## config.mk

```make
export PLATFORM = sky130hd
export DESIGN_NAME = fssr_ctrl
export DESIGN_NICKNAME = d
export VERILOG_FILES = /design/src/rtl/fssr_pkg.sv /design/src/rtl/fssr_ctrl.sv
export SDC_FILE = /design/constraint.sdc
export NUM_CORES = 1
export LEC_CHECK = 0
export BUFFER_PORTS_ARGS = -buffer_cell sky130_fd_sc_hd__clkbuf_2
export CAP_MARGIN = 20
export CORE_MARGIN = 10
export CORE_UTILIZATION = 47
export CTS_CLUSTER_DIAMETER = 80
export DETAILED_ROUTE_END_ITERATION = 10
export GPL_TIMING_DRIVEN = 0
export PLACE_DENSITY = 0.79
export SYNTH_ARGS = -nofsm -noshare
export SYNTH_HDL_FRONTEND = slang
export SYNTH_SLANG_ARGS = --single-unit
```

## constraint.sdc

```tcl
create_clock -name clk -period 1.5 [get_ports clk]
set_input_delay 0.15 -clock clk [delete_from_list [all_inputs] [get_ports clk]]
set_output_delay 0.15 -clock clk [all_outputs]
set_load 0.03 [all_outputs]
```

## src/rtl/fssr_pkg.sv

```systemverilog
`timescale 1ns / 1ps
package fssr_pkg;

  localparam int DEF_MAX_POINTS = 256;

  // divider operand widths: 24-bit dividend covers (v - min) << 16
  localparam int DIV_NW = 24;
  localparam int DIV_DW = 10;

  localparam logic [1:0] ACT_START = 2'd0;
  localparam logic [1:0] ACT_POLL  = 2'd1;
  localparam logic [1:0] ACT_QUERY = 2'd2;
  localparam logic [1:0] ACT_RAW   = 2'd3;

  localparam logic [1:0] RUN_OFF  = 2'd0;
  localparam logic [1:0] RUN_ON   = 2'd1;
  localparam logic [1:0] RUN_DONE = 2'd2;

  localparam logic [2:0] CFG_BAND_LOW    = 3'd0;
  localparam logic [2:0] CFG_BAND_HIGH   = 3'd1;
  localparam logic [2:0] CFG_SCAN_STEP   = 3'd2;
  localparam logic [2:0] CFG_POINT_LIMIT = 3'd3;
  localparam logic [2:0] CFG_ANCHOR_MODE = 3'd4;

  typedef enum logic [1:0] {
    DIV_ANCHOR,
    DIV_INDEX,
    DIV_RSSI,
    DIV_SNR
  } div_sel_t;

  typedef struct packed {
    logic     load;
    logic     poll;
    logic     div_go;
    div_sel_t div_sel;
    logic     mul1;
    logic     mul2;
    logic     sfin;
    logic     rd_idx;
    logic     rd_raw;
    logic     cap_raw;
    logic     cap_entry;
    logic     lvl_r;
    logic     lvl_s;
    logic     out_load;
  } fssr_cmd_t;

  typedef struct packed {
    logic [1:0] act;
    logic       anchor_mode;
    logic       hit;
    logic       div_done;
  } fssr_stat_t;

endpackage

```

## src/rtl/fssr_ctrl.sv

```systemverilog
`timescale 1ns / 1ps
module fssr_ctrl
  import fssr_pkg::*;
(
  input  logic       clk,
  input  logic       rst,
  input  logic       in_valid,
  output logic       in_ready,
  output logic       out_valid,
  input  logic       out_ready,
  input  fssr_stat_t stat,
  output fssr_cmd_t  cmd
);

  typedef enum logic [3:0] {
    S_IDLE, S_DISP, S_SDIV, S_MUL1, S_MUL2, S_SFIN, S_QDIV, S_QRD,
    S_QWAIT, S_LR0, S_LDR, S_LDS, S_RWAIT, S_FIN
  } state_t;

  state_t state, state_next;
  logic   slot_free;

  assign in_ready  = (state == S_IDLE);
  assign slot_free = !out_valid || out_ready;

  always_comb begin
    cmd        = '0;
    cmd.div_sel = DIV_ANCHOR;
    state_next = state;
    case (state)
      S_IDLE: begin
        if (in_valid) begin
          cmd.load   = 1'b1;
          state_next = S_DISP;
        end
      end
      S_DISP: begin
        case (stat.act)
          ACT_START: begin
            if (stat.anchor_mode) begin
              state_next = S_SFIN;
            end else begin
              cmd.div_go  = 1'b1;
              cmd.div_sel = DIV_ANCHOR;
              state_next  = S_SDIV;
            end
          end
          ACT_POLL: begin
            cmd.poll   = 1'b1;
            state_next = S_FIN;
          end
          ACT_QUERY: begin
            if (stat.hit) begin
              cmd.div_go  = 1'b1;
              cmd.div_sel = DIV_INDEX;
              state_next  = S_QDIV;
            end else begin
              state_next = S_FIN;
            end
          end
          default: begin
            if (stat.hit) begin
              cmd.rd_raw = 1'b1;
              state_next = S_RWAIT;
            end else begin
              state_next = S_FIN;
            end
          end
        endcase
      end
      S_SDIV: if (stat.div_done) state_next = S_MUL1;
      S_MUL1: begin
        cmd.mul1   = 1'b1;
        state_next = S_MUL2;
      end
      S_MUL2: begin
        cmd.mul2   = 1'b1;
        state_next = S_SFIN;
      end
      S_SFIN: begin
        cmd.sfin   = 1'b1;
        state_next = S_FIN;
      end
      S_QDIV: if (stat.div_done) state_next = S_QRD;
      S_QRD: begin
        cmd.rd_idx = 1'b1;
        state_next = S_QWAIT;
      end
      S_QWAIT: begin
        cmd.cap_entry = 1'b1;
        state_next    = S_LR0;
      end
      S_LR0: begin
        cmd.div_go  = 1'b1;
        cmd.div_sel = DIV_RSSI;
        state_next  = S_LDR;
      end
      S_LDR: begin
        if (stat.div_done) begin
          cmd.lvl_r   = 1'b1;
          cmd.div_go  = 1'b1;
          cmd.div_sel = DIV_SNR;
          state_next  = S_LDS;
        end
      end
      S_LDS: begin
        if (stat.div_done) begin
          cmd.lvl_s  = 1'b1;
          state_next = S_FIN;
        end
      end
      S_RWAIT: begin
        cmd.cap_raw = 1'b1;
        state_next  = S_FIN;
      end
      S_FIN: begin
        if (slot_free) begin
          cmd.out_load = 1'b1;
          state_next   = S_IDLE;
        end
      end
      default: state_next = S_IDLE;
    endcase
  end

  always_ff @(posedge clk) begin
    if (rst) begin
      state     <= S_IDLE;
      out_valid <= 1'b0;
    end else begin
      state <= state_next;
      if (cmd.out_load) begin
        out_valid <= 1'b1;
      end else if (out_ready) begin
        out_valid <= 1'b0;
      end
    end
  end

`ifndef SYNTH
  a_busy_after_accept: assert property (@(posedge clk) disable iff (rst)
    (in_valid && in_ready) |=> !in_ready)
    else $error("input taken while an item is in flight");
  a_no_overwrite: assert property (@(posedge clk) disable iff (rst)
    cmd.out_load |-> (!out_valid || out_ready))
    else $error("result overwritten before it was taken");
  a_div_wait: assert property (@(posedge clk) disable iff (rst)
    (state == S_LDR && stat.div_done) |=> (state == S_LDS))
    else $error("level sequence out of order");
`endif

endmodule

```

==> results of run 1 <==
sequential cells by signal, indices dropped and copies added (netlist names):
| register | flops |
|---|---|
| state | 4 |
| out_valid | 1 |
cells in the final DEF (no fill, tap or decap), drive strengths merged:
cell,count
nor2,13
nand3,2
inv,3
nand2,9
and4bb,1
o21ai,4
nand4b,1
buf,35
mux2,1
and3,1
o32a,1
nand2b,5
o211ai,1
nor4,2
nor4b,1
a32o,2
mux2i,1
dfxtp,5
a22o,1
a31o,1
and2,5
a2111oi,1
clkbuf,17
nor2b,3
a21boi,1
a21oi,2
nor3,5
ha,4
nor3b,1
or2b,1
a211oi,1
area by class of cell:
cell class	count	share of cell area (%)
buffer	6	6.70
tap	15	1.67
multi-input combinational	71	49.0
timing repair buffer	42	29.6
clock buffer	4	2.34
sequential	5	9.71
inverter	3	1.00
how the worst max path moves through the flow:
stage / from / end / slack [ns] / depth (start not counted)
6_report: state[3] / cmd[12] / -0.30 / 5
5_1_grt: state[3] / cmd[12] / -0.30 / 5
4_1_cts: state[2] / cmd[12] / -0.14 / 5
3_5_place_dp: stat[3] / state[0] / -0.08 / 6
3_3_place_gp: stat[3] / state[0] / -0.04 / 7
2_1_floorplan: state[2] / cmd[10] / -0.16 / 4
stage by stage:
step                worst slack, ns  cells  TNS [ns]  utilization, %  hold slack, ns
detailed placement          -0.0756    125   -0.0756            61.1           0.370
finish                       -0.301    146     -1.62            85.1           0.169
CTS                          -0.137    139    -0.398            75.7           0.115
global placement            -0.0433    125   -0.0433            61.1           0.365
global route                 -0.299    146     -2.05            85.1           0.155
floorplan                    -0.158     85    -0.637               -           0.222
worst max-delay path, cell delays in order, from the launching register on:
cell     delay [ns]
dfxtp_4        0.36
buf_8          0.13
nor4b_4        0.38
o21ai_1        0.19
o21ai_1        0.15
buf_4          0.19
cell usage after synthesis:
cell and n:
nor4_4 1, o211ai_2 1, or2b_4 1, nor3b_1 1, dfxtp_1 5, o21ai_1 1, a32o_1 2, inv_1 3
and4bb_4 1, o21ai_0 3, ha_1 4, nor3_2 1, nor2b_1 3, a21boi_1 1, a21oi_1 2, buf_2 1
a22o_1 1, a2111oi_0 1, and2_1 4, nand4b_1 1, a31o_2 1, nor4_1 1, nor3_1 4, nand2_2 1
buf_6 4, mux2_2 1, nand2_1 8, and3_1 1, nand2b_1 5, nor2_1 13, nand3_1 2, clkbuf_1 1
a211oi_1 1, o32a_1 1, mux2i_1 1, and2_4 1, nor4b_4 1
where the power goes:
| part | switching [mW] | internal, mW |
|---|---|---|
| logic | 0.848 | 0.786 |
| clock network | 0.0500 | 0.100 |
| registers | 0.0295 | 0.183 |
| total | 0.928 | 1.07 |
per-layer routing:
layer | track usage [%] | vias up
met1 | 12.9 | 418
met5 | 0 | -
li1 | - | 389
met3 | 5.09 | 18
met2 | 22.2 | 76
met4 | 3.02 | 0
cell families after synthesis:
logic type / after synthesis / share of synthesized area (%)
buffers and inverters: 9 / 9.85
AOI/OAI and AO/OA: 15 / 17.2
DFF: 5 / 15.2
and+or+nand+nor: 50 / 47.0
muxes: 2 / 3.22
adders and majority gates: 4 / 7.58
repair_timing:
action,4_1_cts,5_1_grt
resized for setup,28,36
pin swaps,3,10
buffers inserted,10,8
endpoints found under the setup margin,14,20
==> reports/summary.txt, run 1 <==
status - finished with violations
failing checks - negative setup slack
global-route usage over all layers - 12.4%
power density over the cells - 1780 mW/mm²
Slew Viols, Final - 0
Worst Hold Path EP - out_valid
FF+latch area - 109 µm²
Req. time, crit path - 1.35 ns
worst path arrival time - 1.65 ns
I/O Pins - 26
setup ws final - -0.301 ns
total power - 2.00 mW
routed vias - 901
Die X - 57.5 µm
Synth area leader - dfxtp_1
Pre-antenna DRT Iters - 4
number of max-cap violations - 0
WL met1 - 1.01 mm
critical path launch point type - register
syn nets - 98
largest net degree at the start of global routing - 11
GRT Residual Overflow - 0
Layout Area Growth over Synthesis - 69.7%
clk_skew - 0.00515 ns
H-tree depth - 1
DR top layer - met4
Max rail drop VDD - 1.10 mV
fill cell count - 70
Reg2Reg Setup Slack - -0.12 ns
reg2reg start - state[3]
Core ar. - 0.00132 mm²
unrepaired setup endpoints after global routing - true
crit path time final - 1.80 ns
Final Cycle Share - 120%
DRC violation count after routing - 0
Seq cells post-synth - 5
Wirelength per Cell - 19.7 µm
GPL Wtd Cong - 0.800
Seq/Total Area, Yosys - 15.2%
die area - 0.00331 mm²
PortBufs - 25
first-pass GRT wire length - 3.46 mm
Finish-stage setup viols - 14
LEAKAGE - 0.528 nW
crit-path max FO - 6
Initial DRC Count - 68
Slew HR - 67.5%
worst skew pair latency - 0.24 ns
CTS Hold Buffers Added - 0
multi-input logic area - 549 µm²
Antenna diodes - 0
placed cell areas - 805 µm²
Die Span Y - 57.5 µm
cell row count - 13
hold wc startpoint - rst
finished layout cell area - 0.00112 mm²
yosys warns - 0
Hold Path Depth - 2
Max clock buf depth - 2
share of cells above drive strength 1 - 56.5%
number of global-route vias before repair - 798
Fmax - 0.555 GHz
CTS Sinks - 5
FF-to-FF path depth - 6
Routed Antenna Nets - 0
endpoints failing hold - 0
Met2 Routed Length - 1.39 mm
Vias/cell - 6.17
met3 wire len - 329 µm
Setup CP Type - register to primary output
initial antenna violation count - 0
Cells after Synth - 85
library cells used by synthesis - 37
post-synth top area share - 15.2%
CTS buffer count - 3
Post-DP HPWL - 1.41 mm
Slew @ Worst Pin - 0.486 ns
Critical Path End Type - primary output
synth top area cells - dfxtp_1 (15%), ha_1 (7.6%), nor2_1 (7.4%)
clk root buf - clkbuf_4
Worst-path clk slew - 0.04 ns
nets@finish - 145
syn_area_per_cell - 7.77 µm²
reg-to-reg endpoint - state[1]
TritonCTS clock tree - done
hold crit path type - input pin to register
Initial Util - 50.1%
post-synthesis cell area - 661 µm²
drt total wl - 2.87 mm
Power figures use the tool's default switching activity.
==> inputs of run 2 (changes only) <==
--- a/config.mk
+++ b/config.mk
@@ -12,7 +12,8 @@
 export CTS_CLUSTER_DIAMETER = 80
 export DETAILED_ROUTE_END_ITERATION = 10
 export GPL_TIMING_DRIVEN = 0
-export PLACE_DENSITY = 0.79
+export PLACE_DENSITY_LB_ADDON = 0.15
+export RECOVER_POWER = 50
 export SYNTH_ARGS = -nofsm -noshare
 export SYNTH_HDL_FRONTEND = slang
 export SYNTH_SLANG_ARGS = --single-unit
==> run 2 against run 1 <==
Net effect:
- the flow still finishes with violations (negative setup slack)
- cell count is 1.4% lower
- global-route usage is 0.25 points lower
- sequential cell count stayed put
- largest power group unchanged
- combinational power hardly changed
- via count is 4.6% lower
- critical path type unchanged
- routed wire length is 1.3% lower
==> reports/summary.txt, run 2 (synthesis results as in run 1) <==
LEAKAGE - 0.522 nW
TritonCTS clock tree - done
placed cell areas - 805 µm²
Post-DP HPWL - 1.40 mm
Worst Hold Path EP - out_valid
max reg flops - 4
Largest regs - state (4), out_valid (1)
CTS buffer count - 3
Final Cycle Share - 114%
power density over the cells - 1780 mW/mm²
I/O Pins - 26
share of cells above drive strength 1 - 55.8%
Initial Util - 50.1%
Worst-path clk slew - 0.05 ns
Routed Antenna Nets - 0
critical path launch point type - register
global-route usage over all layers - 12.1%
largest net degree at the start of global routing - 11
clk root buf - clkbuf_4
unrepaired setup endpoints after global routing - true
worst skew pair latency - 0.25 ns
Core ar. - 0.00132 mm²
hold crit path type - input pin to register
Max rail drop VDD - 1.42 mV
crit path time final - 1.72 ns
Finish-stage setup viols - 11
Die Span Y - 57.5 µm
Pre-antenna DRT Iters - 4
CTS Sinks - 5
hold wc startpoint - rst
most frequent cells in the layout - buf_4 (18), clkbuf_2 (10), nor2_1 (9), buf_6 (8), nand2_1 (7)
most common cell after layout, fill and taps aside - buf_4
nets@finish - 143
Wirelength per Cell - 19.7 µm
Slew Viols, Final - 0
register with the most flip-flops - state
finished layout cell area - 0.00113 mm²
Critical Path End Type - primary output
failing checks - negative setup slack
crit-path max FO - 5
total power - 2.01 mW
GRT Residual Overflow - 0
fin util - 85.9%
Slew @ Worst Pin - 0.501 ns
number of max-cap violations - 0
Reg2Reg Setup Slack - -0.01 ns
PortBufs - 25
routed vias - 860
drt total wl - 2.84 mm
first-pass GRT wire length - 3.34 mm
Die X - 57.5 µm
Setup CP Type - register to primary output
initial antenna violation count - 0
Initial DRC Count - 38
clk_skew - 0.0139 ns
die area - 0.00331 mm²
Req. time, crit path - 1.35 ns
Slew HR - 65.8%
endpoints failing hold - 0
setup ws final - -0.216 ns
H-tree depth - 1
pre-CTS setup slack - -0.0431 ns
status - finished with violations
Hold Path Depth - 2
cell row count - 13
worst path arrival time - 1.57 ns
reg-to-reg endpoint - state[2]
GPL Wtd Cong - 0.774
Antenna diodes - 0
FF-to-FF path depth - 5
Fmax - 0.583 GHz
Vias/cell - 5.97
DRC violation count after routing - 0
Layout Area Growth over Synthesis - 71.2%
reg2reg start - state[2]
Max clock buf depth - 2
number of global-route vias before repair - 793
[run 2: changes by cell type in the layout (fill, tap and decap cells not counted), sizes merged]
| cell | change |
|---|---|
| buf | -2 |
[run 2: what timing repair did]
action	CTS	global route
endpoints found under the setup margin	15	15
resized for setup	24	36
hold buffers	0	0
buffers inserted	12	5
pin swaps	2	9
[run 2: routing by layer]
metal,vias up,part of all wire (%),wire [µm],track usage [%]
li1,387,-,-,-
met1,399,36,1010,11.8
met2,60,51,1440,21.3
met3,14,8.5,242,6.64
met4,0,5.2,147,3.69
met5,-,0,0,0
[run 2: worst max-delay path by stage]
stage	cells past startpoint	to	startpoint	slack (ns)
CTS	5	cmd[12]	state[2]	-0.13
detailed placement	7	state[0]	stat[3]	-0.04
global route	5	cmd[12]	state[3]	-0.27
global placement	7	state[0]	stat[3]	-0.02
finish	5	cmd[12]	state[2]	-0.22
floorplan	4	cmd[10]	state[2]	-0.16
[run 2: layout make-up]
type / count / area [µm²]
flip-flops and latches: 5 / 105
well taps: 15 / 18.8
inverters: 3 / 11.3
plain buffers: 6 / 75.1
multi-input cells: 71 / 573
fillers: 66 / 186
repair buffers: 40 / 322
clock buffers: 4 / 26.3
[run 2: through the flow]
step | hold slack (ns) | cells | setup TNS [ns]
after detailed placement | 0.371 | 125 | -0.0431
after global placement | 0.367 | 125 | -0.0171
final | 0.141 | 144 | -0.928
after floorplan | 0.222 | 85 | -0.637
after global routing | 0.141 | 144 | -1.58
after CTS | 0.116 | 141 | -0.381
[run 2: where the power goes]
part | internal [mW] | switching [mW]
sequential | 0.180 | 0.0335
combinational | 0.774 | 0.861
clock | 0.101 | 0.0615
total | 1.05 | 0.956
[run 2: critical path: stages, from the launching register on]
cell	delay [ns]
dfxtp_4	0.35
buf_8	0.13
nor4b_4	0.37
o21ai_2	0.13
o21ai_1	0.15
buf_4	0.20
